**config.mk**
```make
export PLATFORM = sky130hd
export DESIGN_NAME = mlp_sigmoid_forward_top
export DESIGN_NICKNAME = d
export VERILOG_FILES = /design/src/hw/rtl/mlpsf_pkg.sv /design/src/hw/rtl/mlpsf_mac.sv /design/src/hw/rtl/mlp_sigmoid_forward_top.sv
export SDC_FILE = /design/constraint.sdc
export NUM_CORES = 2
export LEC_CHECK = 0
export BUFFER_PORTS_ARGS = -buffer_cell sky130_fd_sc_hd__buf_2
export CAP_MARGIN = 20
export CORE_ASPECT_RATIO = 1.25
export CORE_UTILIZATION = 40
export DETAILED_ROUTE_END_ITERATION = 6
export GPL_TIMING_DRIVEN = 0
export SETUP_SLACK_MARGIN = 0.02
export SYNTH_ARGS = -nofsm -noshare
export SYNTH_HDL_FRONTEND = slang
export SYNTH_SLANG_ARGS = --single-unit
```
**constraint.sdc**
```tcl
create_clock -name clk -period 9.3 [get_ports clk]
set_input_delay 1.86 -clock clk [delete_from_list [all_inputs] [get_ports clk]]
set_output_delay 1.86 -clock clk [all_outputs]
set_load 0.02 [all_outputs]
```
**src/hw/rtl/mlpsf_pkg.sv**
```systemverilog
// ----------------------------------------------------------------------------
// mlpsf_pkg: shared types and constants of the perceptron forward block
// Word layouts, operation and register codes, sequencer states, and the
// sigmoid table, built once at elaboration.
// ----------------------------------------------------------------------------
package mlpsf_pkg;

  // Operation codes of an input word
  localparam logic [1:0] OP_WRITE_FIRST  = 2'd0;
  localparam logic [1:0] OP_WRITE_SECOND = 2'd1;
  localparam logic [1:0] OP_FEED         = 2'd2;

  // Register indexes on the configuration port
  localparam logic [1:0] REG_INPUT_COUNT  = 2'd0;
  localparam logic [1:0] REG_HIDDEN_COUNT = 2'd1;
  localparam logic [1:0] REG_OUTPUT_COUNT = 2'd2;

  // Reset values of the registers
  localparam logic [3:0] INPUT_COUNT_RST  = 4'd8;
  localparam logic [4:0] HIDDEN_COUNT_RST = 5'd16;
  localparam logic [2:0] OUTPUT_COUNT_RST = 3'd4;

  // Accumulator width: 33-bit products, up to 16 terms, sign margin
  localparam int ACC_W = 40;

  // e^(-1/16) in Q32
  localparam logic [63:0] EXP_STEP_Q32 = 64'd4034748382;

  typedef struct packed {
    logic [1:0]         operation;
    logic [6:0]         position;
    logic signed [15:0] value;
  } item_t;

  typedef struct packed {
    logic [1:0]  unit_index;
    logic [15:0] activation;
    logic        last_unit;
  } result_t;

  // Controls from the sequencer to the shared multiply-accumulate
  typedef struct packed {
    logic operand_valid;
    logic clear;
    logic sat_load;
    logic sat_second;
  } mac_ctl_t;

  typedef enum logic [3:0] {
    ST_IDLE,
    ST_L1_MAC,
    ST_L1_DRAIN,
    ST_L1_SAT,
    ST_L1_ACT,
    ST_L2_MAC,
    ST_L2_DRAIN,
    ST_L2_SAT,
    ST_L2_ACT
  } state_t;

  // Rounded ratio floor((2*num + den) / (2*den)), by shift and subtract
  function automatic logic [63:0] round_ratio(input logic [63:0] num,
                                              input logic [63:0] den);
    logic [63:0] n2;
    logic [64:0] d2;
    logic [64:0] r;
    logic [63:0] q;
    n2 = (num << 1) + den;
    d2 = {den, 1'b0};
    r  = '0;
    q  = '0;
    for (int b = 63; b >= 0; b--) begin
      r = {r[63:0], n2[b]};
      if (r >= d2) begin
        r    = r - d2;
        q[b] = 1'b1;
      end
    end
    return q;
  endfunction

  // Sigmoid over [-8, 8) in 256 steps; entry i stands for (i - 128) / 16
  function automatic logic [255:0][15:0] build_sig_table();
    logic [255:0][15:0] t;
    logic [63:0]        e;
    logic [63:0]        one;
    logic [63:0]        num_pos;
    one     = 64'd1 << 32;
    num_pos = 64'd65535 << 32;
    e       = one;
    t       = '0;
    t[128]  = 16'(round_ratio(num_pos, one + e));
    for (int k = 1; k <= 128; k++) begin
      e = (e * EXP_STEP_Q32 + (64'd1 << 31)) >> 32;
      if (k <= 127) begin
        t[128 + k] = 16'(round_ratio(num_pos, one + e));
      end
      t[128 - k] = 16'(round_ratio(64'd65535 * e, one + e));
    end
    return t;
  endfunction

  localparam logic [255:0][15:0] SIG_TABLE = build_sig_table();

endpackage

```
**src/hw/rtl/mlpsf_mac.sv**
```systemverilog
// ----------------------------------------------------------------------------
// mlpsf_mac: shared multiply-accumulate with scale and saturate
// One signed 17x16 product per cycle into a wide accumulator; on request the
// sum is floored to Q4.12 and clamped to [-8, 8).
// ----------------------------------------------------------------------------
module mlpsf_mac (
  input  logic                      clk,
  input  logic                      rst,
  input  mlpsf_pkg::mac_ctl_t       ctl,
  input  logic signed [16:0]        opa,
  input  logic signed [15:0]        opb,
  output logic                      busy,
  output logic signed [15:0]        z
);
  import mlpsf_pkg::*;

  localparam logic signed [ACC_W-1:0] SAT_HI = ACC_W'(32767);
  localparam logic signed [ACC_W-1:0] SAT_LO = -ACC_W'(32768);

  logic signed [32:0]      prod;
  logic                    prod_valid;
  logic signed [ACC_W-1:0] acc;
  logic signed [ACC_W-1:0] scaled;
  logic signed [15:0]      z_next;

  // Register each product before it is summed
  always_ff @(posedge clk) begin
    if (rst) begin
      prod_valid <= 1'b0;
    end else begin
      prod_valid <= ctl.operand_valid;
    end
    if (ctl.operand_valid) begin
      prod <= opa * opb;
    end
  end

  // Accumulate, or clear for the next unit
  always_ff @(posedge clk) begin
    if (ctl.clear) begin
      acc <= '0;
    end else if (prod_valid) begin
      acc <= acc + ACC_W'(prod);
    end
  end

  // Floor-shift to Q4.12 and clamp
  always_comb begin
    scaled = ctl.sat_second ? (acc >>> 16) : (acc >>> 12);
    priority if (scaled > SAT_HI) begin
      z_next = 16'sh7fff;
    end else if (scaled < SAT_LO) begin
      z_next = -16'sh8000;
    end else begin
      z_next = scaled[15:0];
    end
  end

  always_ff @(posedge clk) begin
    if (ctl.sat_load) begin
      z <= z_next;
    end
  end

  assign busy = prod_valid;

endmodule

```
**src/hw/rtl/mlp_sigmoid_forward_top.sv**
```systemverilog
// ----------------------------------------------------------------------------
// mlp_sigmoid_forward_top: two-layer perceptron inference with sigmoid
// Loads weights and features word by word; the final feature runs a pass
// through one shared multiply-accumulate and streams the output activations.
// ----------------------------------------------------------------------------
// Weight writes and non-final features are taken whenever the block is idle.
// A pass runs after the final feature over the counts N, H and O in use;
// each product goes through the single shared multiplier, one per cycle,
// and each unit then passes through read, drain, clamp and table lookup.
// No word is taken during a pass.
// Reset returns control to idle and loads the counts with 8, 16 and 4; weight,
// feature and hidden stores hold unknown data until written.
module mlp_sigmoid_forward_top #(
  parameter int MAX_INPUTS  = 8,
  parameter int MAX_HIDDEN  = 16,
  parameter int MAX_OUTPUTS = 4
) (
  input  logic                clk,
  input  logic                rst,
  input  logic                item_valid,
  output logic                item_stall,
  input  mlpsf_pkg::item_t    item,
  output logic                result_valid,
  input  logic                result_stall,
  output mlpsf_pkg::result_t  result,
  input  logic                psel,
  input  logic                penable,
  input  logic                pwrite,
  input  logic [3:0]          paddr,
  input  logic [31:0]         pwdata,
  output logic [31:0]         prdata,
  output logic                pready
);
  import mlpsf_pkg::*;

  localparam int W1_DEPTH = MAX_INPUTS * MAX_HIDDEN;
  localparam int W2_DEPTH = MAX_HIDDEN * MAX_OUTPUTS;
  localparam int W1_AW    = (W1_DEPTH > 1) ? $clog2(W1_DEPTH) : 1;
  localparam int W2_AW    = (W2_DEPTH > 1) ? $clog2(W2_DEPTH) : 1;
  localparam int F_AW     = (MAX_INPUTS > 1) ? $clog2(MAX_INPUTS) : 1;
  localparam int H_AW     = (MAX_HIDDEN > 1) ? $clog2(MAX_HIDDEN) : 1;
  localparam int MAX_IH   = (MAX_INPUTS > MAX_HIDDEN) ? MAX_INPUTS : MAX_HIDDEN;
  localparam int MAX_ALL  = (MAX_IH > MAX_OUTPUTS) ? MAX_IH : MAX_OUTPUTS;
  localparam int IDX_W    = $clog2(MAX_ALL + 1);

  // Configuration registers
  logic [3:0] input_count;
  logic [4:0] hidden_count;
  logic [2:0] output_count;
  logic       cfg_write;

  // Stores
  logic signed [15:0] w1_mem [W1_DEPTH];
  logic signed [15:0] w2_mem [W2_DEPTH];
  logic signed [15:0] f_mem  [MAX_INPUTS];
  logic [15:0]        h_mem  [MAX_HIDDEN];

  logic signed [15:0] w1_rd;
  logic signed [15:0] w2_rd;
  logic signed [15:0] f_rd;
  logic [15:0]        h_rd;
  logic               rd_valid;
  logic               rd_second;

  // Sequencer
  state_t             state;
  state_t             state_next;
  logic [IDX_W-1:0]   i;
  logic [IDX_W-1:0]   j;
  logic [IDX_W-1:0]   n_in;
  logic [IDX_W-1:0]   n_hid;
  logic [IDX_W-1:0]   n_out;
  logic               accept;
  logic               start;
  logic               i_last;
  logic               j_last;
  logic               out_free;
  logic               issue;
  logic               issue_second;
  logic               h_we;
  logic               out_load;
  mac_ctl_t           mac_ctl;
  logic               mac_busy;
  logic signed [15:0] z;
  logic [15:0]        act;
  logic [W1_AW-1:0]   w1_raddr;
  logic [W2_AW-1:0]   w2_raddr;
  logic signed [16:0] opa;

  // Configuration port
  assign pready    = 1'b1;
  assign cfg_write = psel & penable & pwrite;

  always_ff @(posedge clk) begin
    if (rst) begin
      input_count  <= INPUT_COUNT_RST;
      hidden_count <= HIDDEN_COUNT_RST;
      output_count <= OUTPUT_COUNT_RST;
    end else if (cfg_write) begin
      unique case (paddr[3:2])
        REG_INPUT_COUNT:  input_count  <= pwdata[3:0];
        REG_HIDDEN_COUNT: hidden_count <= pwdata[4:0];
        REG_OUTPUT_COUNT: output_count <= pwdata[2:0];
        default: ;
      endcase
    end
  end

  always_comb begin
    unique case (paddr[3:2])
      REG_INPUT_COUNT:  prdata = 32'(input_count);
      REG_HIDDEN_COUNT: prdata = 32'(hidden_count);
      REG_OUTPUT_COUNT: prdata = 32'(output_count);
      default:          prdata = '0;
    endcase
  end

  // Clamp the counts to 1..MAX
  always_comb begin
    if (input_count == '0) begin
      n_in = IDX_W'(1);
    end else if (32'(input_count) > MAX_INPUTS) begin
      n_in = IDX_W'(MAX_INPUTS);
    end else begin
      n_in = IDX_W'(input_count);
    end
    if (hidden_count == '0) begin
      n_hid = IDX_W'(1);
    end else if (32'(hidden_count) > MAX_HIDDEN) begin
      n_hid = IDX_W'(MAX_HIDDEN);
    end else begin
      n_hid = IDX_W'(hidden_count);
    end
    if (output_count == '0) begin
      n_out = IDX_W'(1);
    end else if (32'(output_count) > MAX_OUTPUTS) begin
      n_out = IDX_W'(MAX_OUTPUTS);
    end else begin
      n_out = IDX_W'(output_count);
    end
  end

  // Input handshake; the final feature starts a pass
  assign item_stall = (state != ST_IDLE);
  assign accept     = item_valid & ~item_stall;
  assign start      = accept && (item.operation == OP_FEED)
                      && (32'(item.position) < MAX_INPUTS)
                      && (32'(item.position) == 32'(n_in) - 32'd1);

  // Weight and feature writes
  always_ff @(posedge clk) begin
    if (accept && (item.operation == OP_WRITE_FIRST)
        && (32'(item.position) < W1_DEPTH)) begin
      w1_mem[W1_AW'(item.position)] <= item.value;
    end
    if (accept && (item.operation == OP_WRITE_SECOND)
        && (32'(item.position) < W2_DEPTH)) begin
      w2_mem[W2_AW'(item.position)] <= item.value;
    end
    if (accept && (item.operation == OP_FEED)
        && (32'(item.position) < MAX_INPUTS)) begin
      f_mem[F_AW'(item.position)] <= item.value;
    end
    if (h_we) begin
      h_mem[j[H_AW-1:0]] <= act;
    end
  end

  // Operand addresses: row i, column j
  assign w1_raddr = W1_AW'(32'(i) * MAX_HIDDEN + 32'(j));
  assign w2_raddr = W2_AW'(32'(i) * MAX_OUTPUTS + 32'(j));

  // Read operands, registered
  always_ff @(posedge clk) begin
    w1_rd <= w1_mem[w1_raddr];
    w2_rd <= w2_mem[w2_raddr];
    f_rd  <= f_mem[i[F_AW-1:0]];
    h_rd  <= h_mem[i[H_AW-1:0]];
    rd_second <= issue_second;
    if (rst) begin
      rd_valid <= 1'b0;
    end else begin
      rd_valid <= issue;
    end
  end

  assign opa = rd_second ? $signed({1'b0, h_rd}) : 17'(f_rd);

  mlpsf_mac u_mac (
    .clk  (clk),
    .rst  (rst),
    .ctl  (mac_ctl),
    .opa  (opa),
    .opb  (rd_second ? w2_rd : w1_rd),
    .busy (mac_busy),
    .z    (z)
  );

  // Sigmoid lookup: index is (z + 32768) >> 8
  assign act = SIG_TABLE[{~z[15], z[14:8]}];

  assign i_last   = (state == ST_L1_MAC) ? (i == n_in - IDX_W'(1))
                                         : (i == n_hid - IDX_W'(1));
  assign j_last   = (state == ST_L1_ACT) ? (j == n_hid - IDX_W'(1))
                                         : (j == n_out - IDX_W'(1));
  assign out_free = ~result_valid | ~result_stall;

  // Next state
  always_comb begin
    state_next = state;
    unique case (state)
      ST_IDLE: begin
        if (start) state_next = ST_L1_MAC;
      end
      ST_L1_MAC: begin
        if (i_last) state_next = ST_L1_DRAIN;
      end
      ST_L1_DRAIN: begin
        if (!rd_valid && !mac_busy) state_next = ST_L1_SAT;
      end
      ST_L1_SAT: state_next = ST_L1_ACT;
      ST_L1_ACT: begin
        state_next = j_last ? ST_L2_MAC : ST_L1_MAC;
      end
      ST_L2_MAC: begin
        if (i_last) state_next = ST_L2_DRAIN;
      end
      ST_L2_DRAIN: begin
        if (!rd_valid && !mac_busy) state_next = ST_L2_SAT;
      end
      ST_L2_SAT: state_next = ST_L2_ACT;
      ST_L2_ACT: begin
        if (out_free) state_next = j_last ? ST_IDLE : ST_L2_MAC;
      end
      default: state_next = ST_IDLE;
    endcase
  end

  // Sequencer outputs
  always_comb begin
    issue                  = 1'b0;
    issue_second           = 1'b0;
    h_we                   = 1'b0;
    out_load               = 1'b0;
    mac_ctl.operand_valid  = rd_valid;
    mac_ctl.clear          = 1'b0;
    mac_ctl.sat_load       = 1'b0;
    mac_ctl.sat_second     = 1'b0;
    unique case (state)
      ST_IDLE:     mac_ctl.clear = 1'b1;
      ST_L1_MAC:   issue = 1'b1;
      ST_L1_DRAIN: ;
      ST_L1_SAT:   mac_ctl.sat_load = 1'b1;
      ST_L1_ACT: begin
        h_we          = 1'b1;
        mac_ctl.clear = 1'b1;
      end
      ST_L2_MAC: begin
        issue        = 1'b1;
        issue_second = 1'b1;
      end
      ST_L2_DRAIN: ;
      ST_L2_SAT: begin
        mac_ctl.sat_load   = 1'b1;
        mac_ctl.sat_second = 1'b1;
      end
      ST_L2_ACT: begin
        out_load      = out_free;
        mac_ctl.clear = 1'b1;
      end
      default: ;
    endcase
  end

  // State and loop counters
  always_ff @(posedge clk) begin
    if (rst) begin
      state <= ST_IDLE;
      i     <= '0;
      j     <= '0;
    end else begin
      state <= state_next;
      if (issue) begin
        i <= i_last ? '0 : i + IDX_W'(1);
      end
      if (h_we || out_load) begin
        j <= j_last ? '0 : j + IDX_W'(1);
      end
    end
  end

  // Result register; hold while stalled
  always_ff @(posedge clk) begin
    if (rst) begin
      result_valid <= 1'b0;
    end else if (out_load) begin
      result_valid <= 1'b1;
    end else if (!result_stall) begin
      result_valid <= 1'b0;
    end
    if (out_load) begin
      result.unit_index <= j[1:0];
      result.activation <= act;
      result.last_unit  <= j_last;
    end
  end

endmodule

```
==> impl_metrics.csv <==
group,metric,value,unit
synthesis,ys_async_sr_fraction,0,
global_routing,antenna_found_initial,29,
synthesis,yosysTopAreaCellShare,0.681,
detailed_routing,dr.pass1.iters,7,
sta,clock_skew,134,ps
detailed_routing,drt_iter0_drc,9456,
global_routing,groute.usage.overall,0.233,
finish,stdcell_count,14000,
sta,tightest_slew,1310,ps
synthesis,synth.largest_area_cell,"edfxtp_1",
critical_path,path_delay_family,"adder cells",
power,p_switching,24.8,mW
cts,htreeDepth,5,
placed_design,numPortBuffers,57,
synthesis,synth-edff-count,3516,
floorplanning,die_y,698,um
critical_path,cp_cell_sequence,"clkbuf_2, mux2i_2, clkbuf_1, nor2_1, fa_1, inv_1, fa_1, fa_1, fa_1, inv_1, fa_1, fa_1, ha_1, a21o_1, a21o_1, a32oi_1, o31ai_1, a221o_1, o311a_1, or4_1, a2111oi_0, nor3b_2",
detailed_routing,detail-route-antenna-nets,0,
global_routing,grt_pass1_wl,639,mm
detailed_routing,wire_per_inst,32.7,um
critical_path,r2r_end,"u_mac.prod[32]",
critical_path,critPathRequiredTime,9890,ps
synthesis,yosys_warnings,0,
critical_path,crit_fanout,10,
finish,seqCellArea,108000,um2
sta,setup_viol,0,
min_path,hp-class,"reg -> reg",
critical_path,critPathBufInv,4,
cts,clkSlewWorstSetupHoldPaths,60,ps
power,p_leak,56.7,nW
cts,cts_buffer_depth,4,
global_routing,overflow,0,
power,power_frac_clock,0.216,
synthesis,synth_top_flop_cell,"edfxtp_1",
critical_path,r2r_slack,410,ps
critical_path,critPathSlowestCell,"dfxtp_1",
finish,final_nets,9095,
global_routing,grt_max_degree,149,
floorplanning,start_util,0.402,
synthesis,syn_inst,7892,
min_path,min_to,"u_mac.acc[15]",
critical_path,max_stage_delay,700,ps
synthesis,synth_seq_cells,3650,
synthesis,ys_types,80,
floorplanning,ios,122,
cts,cts_buffers,353,
detailed_routing,dr_total_vias,81600,
power,vdd_drop_max,1.32,mV
synthesis,yosysSeqAreaShare,0.699,
status,violations,"design-rule violations",
power,p_sw_frac,0.370,
finish,multi_input_area,44300,um2
critical_path,worstSetupPathType,"reg -> reg",
power,power_density,375,nW/um2
synthesis,syn_area_per_cell,19.6,um2
finish,drive_gt1_frac,0.272,
detailed_routing,drc,5,
power,seqPwrFrac,0.300,
cts,cts_tree,"built",
global_routing,grt_pass1_vias,83000,
critical_path,arrival,9480,ps
detailed_routing,viasPerCell,5.82,
floorplanning,placementRows,255,
critical_path,reg2reg_depth,22,
placed_design,placed_cells,13400,
power,p_int,42.1,mW
floorplanning,die_w,559,um
cts,cts-root-buf,"clkbuf_16",
floorplanning,coreArea,386000,um2
detailed_routing,drt-total-wl,458,mm
min_path,hp-start,"u_mac.acc[15]",
sta,post-route-period-util,0.956,
critical_path,cp-end-kind,"flip-flop",
critical_path,critPathLaunch,"rd_second",
sta,slew_violations,0,
finish,fin_area,179000,um2
sta,max-slew-margin-rel,0.123,
synthesis,netlist_area,155000,um2
power,comb_power_share,0.485,
placed_design,place_congestion,0.927,
cts,cts_sinks,3650,
placed_design,dp_hpwl,322,mm
finish,nFillCells,32000,
floorplanning,dieArea,390000,um2
cts,clk_latency,980,ps
sta,clock.fmax,112,MHz
status,outcome,"complete, but fails checks",
synthesis,synth_area_leaders,"edfxtp_1 68%, mux4_2 16%, fa_1 3.6%",
sta,rsz0062_at_grt,"no",
critical_path,crit-reg2reg-launch,"rd_second",
critical_path,cpMostUsedCell,"fa_1",
min_path,hold_depth,2,
sta,min_period,8890,ps
flow_run,max_cap_violations,0,
finish,area_delta_synth_final,15.2,%
sta,hold_viol,0,
placed_design,postPlaceCellArea,167000,um2
critical_path,startpoint_type,"flip-flop",
-- cells by family after synthesis --
kind of cell	share of synthesized area
buf+inv	0.0203
simple gates	0.0308
fa+ha+maj	0.0485
other cells	0.0000485
flops	0.699
compound gates	0.0242
mux	0.172
xor+xnor	0.00509
-- state kept, by name, indices dropped and copies added (netlist names), 8 cells and up --
name and count:
w1_mem 2048, w2_mem 1024, h_mem 256, f_mem 128
u_mac.acc 40, u_mac.prod 33, result 19, f_rd 16
h_rd 16, w1_rd 16, w2_rd 16, u_mac.z 8
-- cells in the final DEF, fill, tap and decap left out, types with 184 or more instances in the layout --
cell type / n
clkbuf_1: 313
mux4_2: 1120
fa_1: 278
nand2_1: 299
nor2_1: 301
inv_1: 328
clkbuf_16: 359
edfxtp_1: 3516
nor2_2: 210
buf_8: 184
-- stage by stage --
| step | util | hold slack (ps) | setup WS [ps] | total power [mW] | TNS [ps] |
|---|---|---|---|---|---|
| 6_report | 0.463 | 486 | 410 | 66.9 | 0 |
| 2_1_floorplan | - | 446 | 1590 | 45.7 | 0 |
| 3_3_place_gp | 0.419 | 467 | -664 | 52.9 | -664 |
| 5_1_grt | 0.463 | 521 | 35.5 | 70.9 | 0 |
| 3_5_place_dp | 0.432 | 480 | -671 | 52.9 | -719 |
| 4_1_cts | 0.462 | 490 | 45.7 | 67.4 | 0 |
-- final cells by class --
class / count / area share
multi-input combinational: 3491 / 0.248
inverter: 330 / 0.00694
tap: 5140 / 0.0360
clock inverter: 202 / 0.0120
sequential: 3650 / 0.606
clock buffer: 429 / 0.0523
antenna: 18 / 0.000252
buffer: 446 / 0.0108
timing repair buffer: 321 / 0.0270
-- cells in the mapped netlist, types with 84 or more instances --
| cell type | n |
|---|---|
| fa_1 | 278 |
| dfxtp_1 | 134 |
| o21ai_0 | 138 |
| edfxtp_1 | 3516 |
| inv_1 | 328 |
| ha_1 | 156 |
| a21oi_1 | 169 |
| nor2_1 | 511 |
| clkbuf_1 | 263 |
| nand2_1 | 299 |
| mux4_2 | 1120 |
| mux2i_1 | 84 |
-- power groups by stage --
stage	sequential [mW]	combinational, mW	clock [mW]
detailed placement	20.4	32.6	0
finish	20.0	32.4	14.4
global route	20.0	35.7	15.2
CTS	20.0	32.8	14.6
floorplan	20.4	25.3	0
global placement	20.4	32.4	0
-- worst register-to-register path, stage by stage (launching register included) --
cell,delay [ps]
dfxtp_1,700
clkbuf_2,510
mux2i_2,620
clkbuf_1,560
nor2_1,130
fa_1,530
inv_1,50
fa_1,470
fa_1,520
fa_1,540
inv_1,50
fa_1,490
fa_1,410
ha_1,360
a21o_1,210
a21o_1,190
a32oi_1,220
o31ai_1,210
a221o_1,360
o311a_1,320
or4_1,460
a2111oi_0,500
nor3b_2,170
-- how the worst max path moves through the flow --
stage | cells after the start | to | slack (ps)
2_1_floorplan | 24 | u_mac.prod[32] | 1590
3_3_place_gp | 25 | u_mac.prod[32] | -660
3_5_place_dp | 25 | u_mac.prod[32] | -670
4_1_cts | 23 | u_mac.prod[32] | 50
5_1_grt | 23 | u_mac.prod[32] | 40
6_report | 22 | u_mac.prod[32] | 410
-- per-layer routing --
| metal | wire length [um] | part of all wire | global-route usage | vias up |
|---|---|---|---|---|
| met3 | 33600 | 0.073 | 0.0407 | 848 |
| met2 | 233000 | 0.51 | 0.401 | 3758 |
| met4 | 21400 | 0.047 | 0.0994 | 12 |
| met1 | 170000 | 0.37 | 0.290 | 43900 |
| met5 | 73 | 0.00016 | 0 | - |
| li1 | - | - | - | 33100 |
-- timing repair --
| item | in CTS | in global routing |
|---|---|---|
| setup buffers | 0 | 0 |
| endpoints found under the setup margin | 2 | 1 |
| hold buffers | 0 | 0 |
| gates resized for setup | 17 | 5 |
| gates cloned | 0 | 0 |
Power figures use the tool's default switching activity.
